<file path="config.mk">
export PLATFORM = sky130hd
export DESIGN_NAME = srrq_store
export DESIGN_NICKNAME = d
export VERILOG_FILES = /design/src/rtl/srrq_pkg.sv /design/src/rtl/srrq_store.sv
export SDC_FILE = /design/constraint.sdc
export NUM_CORES = 2
export LEC_CHECK = 0
export ABC_AREA = 0
export ABC_CLOCK_PERIOD_IN_PS = 4100
export BUFFER_PORTS_ARGS = -buffer_cell sky130_fd_sc_hd__buf_2
export CAP_MARGIN = 30
export CORE_MARGIN = 2
export CORE_UTILIZATION = 27
export DETAILED_ROUTE_END_ITERATION = 8
export GPL_TIMING_DRIVEN = 1
export PLACE_DENSITY_LB_ADDON = 0.3
export SYNTH_ARGS = -nofsm -noshare
export SYNTH_HDL_FRONTEND = slang
export SYNTH_SLANG_ARGS = --single-unit
</file>
<file path="constraint.sdc">
create_clock -name aclk -period 4.1 [get_ports aclk]
set_input_delay 0.615 -clock aclk [delete_from_list [all_inputs] [get_ports aclk]]
set_output_delay 0.615 -clock aclk [all_outputs]
set_load 0.03 [all_outputs]
</file>
<file path="src/rtl/srrq_pkg.sv">
// Shared constants, types and slot arithmetic for the shortest-remaining ready queue.
package srrq_pkg;

    localparam int DEPTH    = 128;
    localparam int ADDR_W   = $clog2(DEPTH);
    localparam int CNT_W    = $clog2(DEPTH + 1);

    localparam int KIND_W   = 2;
    localparam int STATUS_W = 2;
    localparam int ID_W     = 16;
    localparam int TIME_W   = 16;
    localparam int POS_W    = 7;
    localparam int OCNT_W   = 8;

    localparam int CMP_W    = (POS_W > CNT_W) ? POS_W : CNT_W;
    localparam int OWIDE_W  = (OCNT_W > CNT_W) ? OCNT_W : CNT_W;

    localparam int S_DATA_BITS = ID_W + TIME_W + POS_W;
    localparam int S_TDATA_W   = ((S_DATA_BITS + 7) / 8) * 8;
    localparam int M_DATA_BITS = ID_W + TIME_W + POS_W + OCNT_W;
    localparam int M_TDATA_W   = ((M_DATA_BITS + 7) / 8) * 8;

    typedef enum logic [KIND_W-1:0] {
        K_ENQ = 2'd0,
        K_DEQ = 2'd1,
        K_MIN = 2'd2,
        K_REM = 2'd3
    } kind_t;

    typedef enum logic [STATUS_W-1:0] {
        ST_OK     = 2'd0,
        ST_FULL   = 2'd1,
        ST_EMPTY  = 2'd2,
        ST_BADPOS = 2'd3
    } status_t;

    typedef struct packed {
        logic [ID_W-1:0]   pid;
        logic [TIME_W-1:0] rtime;
    } entry_t;

    typedef struct packed {
        logic              en;
        logic [ADDR_W-1:0] addr;
        entry_t            data;
    } mem_wr_t;

    typedef struct packed {
        logic              en;
        logic [ADDR_W-1:0] addr;
    } mem_rd_t;

    function automatic logic [ADDR_W-1:0] slot_of(input logic [ADDR_W-1:0] base,
                                                  input logic [ADDR_W-1:0] ofs);
        localparam logic [ADDR_W:0] DEPTH_WRAP = (ADDR_W + 1)'(DEPTH);
        logic [ADDR_W:0] sum;
        sum = {1'b0, base} + {1'b0, ofs};
        if (sum >= DEPTH_WRAP) begin
            sum = sum - DEPTH_WRAP;
        end
        return sum[ADDR_W-1:0];
    endfunction

endpackage

</file>
<file path="src/rtl/srrq_store.sv">
// Entry memory: one write port, one registered read port.
module srrq_store (
    input  logic              aclk,
    input  srrq_pkg::mem_wr_t wr,
    input  srrq_pkg::mem_rd_t rd,
    output srrq_pkg::entry_t  rd_data
);

    srrq_pkg::entry_t mem [srrq_pkg::DEPTH];

    always_ff @(posedge aclk) begin
        if (wr.en) begin
            mem[wr.addr] <= wr.data;
        end
    end

    always_ff @(posedge aclk) begin
        if (rd.en) begin
            rd_data <= mem[rd.addr];
        end
    end

endmodule

</file>
# After elaboration in Yosys (flattened, before gate mapping)
# Memories as Yosys holds them, arrays and structs flattened. A register that Yosys moved wholly into a read port is not among the register bits.
# Cells that the tools add are included.
[word_totals]
elab_cells = 3
output_inout_bits = 32
n_memories = 1
regBits = 0
ram_bits = 4096
[op_classes]
mux = 2
[mem_list]
columns = ["memory", "words", "word_bits", "rd", "rd_clocked_by_memory_dff", "wr", "line_no", "rtl"]
rows = [
  ["mem", 128, 32, 1, 1, 1, "srrq_store.sv:9", "srrq_pkg::entry_t mem [srrq_pkg::DEPTH];"],
]
[ops]
columns = ["op", "count"]
rows = [
  ["1-bit two-way mux", 2],
]

# Depth between registers and ports, before layout
[depth]
depth_word = 2
ltp_mapped = 8
depth_no_buf = 4

# Worst setup path after synthesis
# OpenSTA, ideal clock, no wires.
[synth_timing]
kind = "in2reg"
from = "in wr[39] (netlist bit)"
to = "mem mem[98][0] (netlist bit) (enable)"
cell_stages = 3
setup_time_ps = 461
arrival_ps = 3393
slack_ps = 246
n_path_buf = 1
path_cell_list = "clkbuf_1 nand4_1 nor3_1"
[synth_between]
elab_chain_cells = 2
[synth_lines]
columns = ["element", "line_no", "rtl"]
rows = [
  ["from (decl)", "srrq_store.sv:4", "input srrq_pkg::mem_wr_t wr,"],
  ["1-bit two-way mux", "srrq_store.sv:12", "if (wr.en) begin"],
  ["1-bit two-way mux (implied by the code)", "srrq_store.sv:13", "mem[wr.addr] <= wr.data;"],
  ["to (decl)", "srrq_store.sv:9", ""],
]
# Every way passes these cells.

==> impl_metrics.py <==
metrics = {
    "setup_path": {
        "path_class": "in2reg",
        "endpoint_kind": "flop",
        "slowest_stage": "mux4_2",
        "cp_num_buf_inv": 5,
        "max_stage_delay_ns": 0.69,
        "reg2reg_depth": 4,
        "crit_required_ns": 4.82,
        "crit_chain": "buf_12 -> buf_12 -> buf_12 -> buf_4 -> buf_4 -> mux4_2 -> mux4_2 -> mux4_2 -> mux2_2",
        "worstPathMaxFanout": 15,
        "cp_data_arrival_time_ns": 3.87,
        "r2r_end": "rd_data[1]",
        "r2r-start": "mem[7][1]",
        "r2r_setup_slack_ns": 1.30,
        "path_depth": 9,
        "cpLargestDelayFamily": "multiplexers",
        "worstSetupStartpointType": "primary input",
    },
    "detailed_routing": {
        "post-route-drc-count": 0,
        "firstDrtPassIters": 5,
        "viasPerCell": 4.84,
        "drtIter0Drc": 9952,
        "route.antenna.remaining_nets": 0,
        "vias": 71600,
        "route.detailed.wl_per_inst_um": 31.5,
        "routed_wl_um": 466000,
    },
    "worst_hold_path": {
        "min-delay-path-class": "in2reg",
        "hold_depth": 1,
        "hold_end": "mem[20][29]",
        "min_from": "wr[29]",
    },
    "timing": {
        "finalSetupTns_ns": 0,
        "maxSlewHeadroom": 0.317,
        "timing.final.ws_setup_ns": 0.945,
        "rsz0062_at_grt": "no",
        "max_freq_mhz": 317,
        "setup_viol": 0,
        "finalHoldViolCount": 0,
        "slew_viol_final": 0,
        "fin_crit_sh": 0.770,
        "worstMarginPinSlew_ns": 1.03,
        "final_period_minus_worst_setup_slack_ns": 3.15,
        "fin_worst_skew_ns": 0.0545,
    },
    "placed_design": {
        "placed_area_sq_mm": 0.172,
        "dpl_worst_slack_ns": -0.0272,
        "port_buffers": 80,
        "place_congestion": 0.787,
        "dp_hpwl_um": 275000,
    },
    "clock_tree": {
        "cts_hold_buf": 1,
        "clkTransAtPathRegs_ns": 0.06,
        "cts_tree": "done",
        "cts-root-buf": "clkbuf_16",
        "numCtsBuffers": 430,
        "cts_sinks": 4128,
        "clockBufferDepth": 4,
        "cts_setup_buffers": 0,
        "cts_resized": 0,
        "htree_levels": 5,
        "clk_latency_ns": 0.99,
    },
    "global_routing": {
        "gr-total-overflow": 0,
        "grt_pass1_wl_um": 632000,
        "antenna_found_initial": 101,
        "grt_max_degree": 129,
        "grt_pass1_vias": 73300,
        "grt_usage": 0.156,
    },
    "die": {
        "io_pins": 81,
        "initial_core_util": 0.271,
        "fp-row-count": 279,
        "chipWidth_um": 766,
        "die_h_um": 766,
        "core_sq_mm": 0.577,
        "dieArea_sq_mm": 0.586,
    },
    "synth": {
        "synth_top_cell_area_share": 0.792,
        "yosysUniqueCellTypes": 16,
        "synth_fp_nets": 6039,
        "ys_warn_count": 0,
        "ys_seq_area_frac": 0.792,
        "synthTopCellsByArea": "edfxtp_1, mux4_2, clkbuf_1",
        "syn_area_sq_mm": 0.157,
        "avgSynthCellArea_sq_um": 26.1,
        "yosys.area.top_type": "edfxtp_1",
        "ys_ff_latch": 4128,
        "synthCells": 5990,
    },
    "finish": {
        "area_growth_pct": 18.5,
        "regArea_sq_mm": 0.124,
        "fillCellCount": 54000,
        "multi_input_area_sq_mm": 0.0323,
        "final_layout_size_suffix_gt1_frac": 0.375,
        "layout.nets": 6675,
        "stdcell_area_sq_mm": 0.186,
    },
    "power": {
        "peakVddDrop_uv": 362,
        "total_power_mw": 89.6,
        "powerDensity_mw_per_mm2": 483,
        "p_leak_nw": 55.8,
    },
    "run_status": {
        "status": "finished, final reports clean",
    },
    "job": {
        "drv_cap": 0,
    },
}
==> worst register-to-register path, stage by stage (launching register included) <==
cell	delay, ns
edfxtp_1	0.39
mux4_2	0.52
mux4_2	0.60
mux4_2	0.65
mux2_2	0.34
==> placed cells by master, fill, tap and decap left out, drive strengths merged <==
cell type,instances
nand4,3
clkbuf,531
nor3,9
inv,6
nand2b,2
buf,517
or3,1
dlygate4sd3,3
diode,100
nor2,122
mux4,1344
clkinvlp,13
mux2,32
nor2b,7
nand3,12
nand2,14
clkinv,198
bufinv,32
edfxtp,4128
==> cell type report <==
class | count | area share
antenna | 100 | 0.00135
clock buffer | 531 | 0.0604
tap | 7727 | 0.0521
sequential | 4128 | 0.668
timing repair buffer | 520 | 0.0319
multi-input combinational | 1546 | 0.174
clock inverter | 249 | 0.0124
==> logic make-up (layout without fill, tap and decap cells) <==
family,Yosys count,after routing,synth area share
simple gates,170,170,0.00445
other cells,0,100,0
mux,1376,1376,0.196
buf+inv,316,1300,0.00837
flops,4128,4128,0.792
==> state kept, by name, indices dropped and copies added (netlist names) <==
register / flops
mem: 4096
rd_data: 32
==> cell usage after synthesis <==
master / count
buf_1: 50
buf_2: 79
buf_4: 3
buf_6: 2
clkbuf_1: 182
edfxtp_1: 4128
mux2_2: 32
mux4_2: 1344
nand2_1: 14
nand2b_1: 2
nand3_1: 12
nand4_1: 3
nor2_1: 122
nor2b_1: 7
nor3_1: 9
or3_1: 1
==> power by group <==
group	total (mW)	internal (mW)	leakage, nW	switching [mW]
registers	46.8	46.7	37.1	0.131
clock network	37.8	21.4	6.58	16.4
logic	5.04	1.89	12.1	3.14
total	89.6	69.9	55.8	19.6
==> per-stage QoR <==
stage | cells | hold slack [ns] | util
after CTS | 14700 | 0.0468 | 0.321
after detailed placement | 13900 | 1.04 | 0.297
after global routing | 14700 | 0.00121 | 0.321
after global placement | 13900 | 1.16 | 0.297
after floorplan | 5990 | 0.714 | -
final | 14800 | 0.0423 | 0.321
==> how the worst max path moves through the flow <==
stage,start,end,slack [ns]
final,rd[0],rd_data[3],0.95
after detailed placement,rd[0],rd_data[3],-0.03
after global placement,rd[0],rd_data[12],-0.002
after global routing,rd[0],rd_data[3],0.95
after floorplan,wr[39],mem[98][0],0.25
after CTS,rd[0],rd_data[3],1.03
==> routing by layer <==
metal	up-vias	global-route usage	part of all wire
met5	-	0	0.00024
met4	16	0.0368	0.024
met3	540	0.0258	0.073
met2	2942	0.265	0.50
met1	40200	0.209	0.40
li1	27900	-	-
Note: power is estimated with default switching activity, not from simulation.
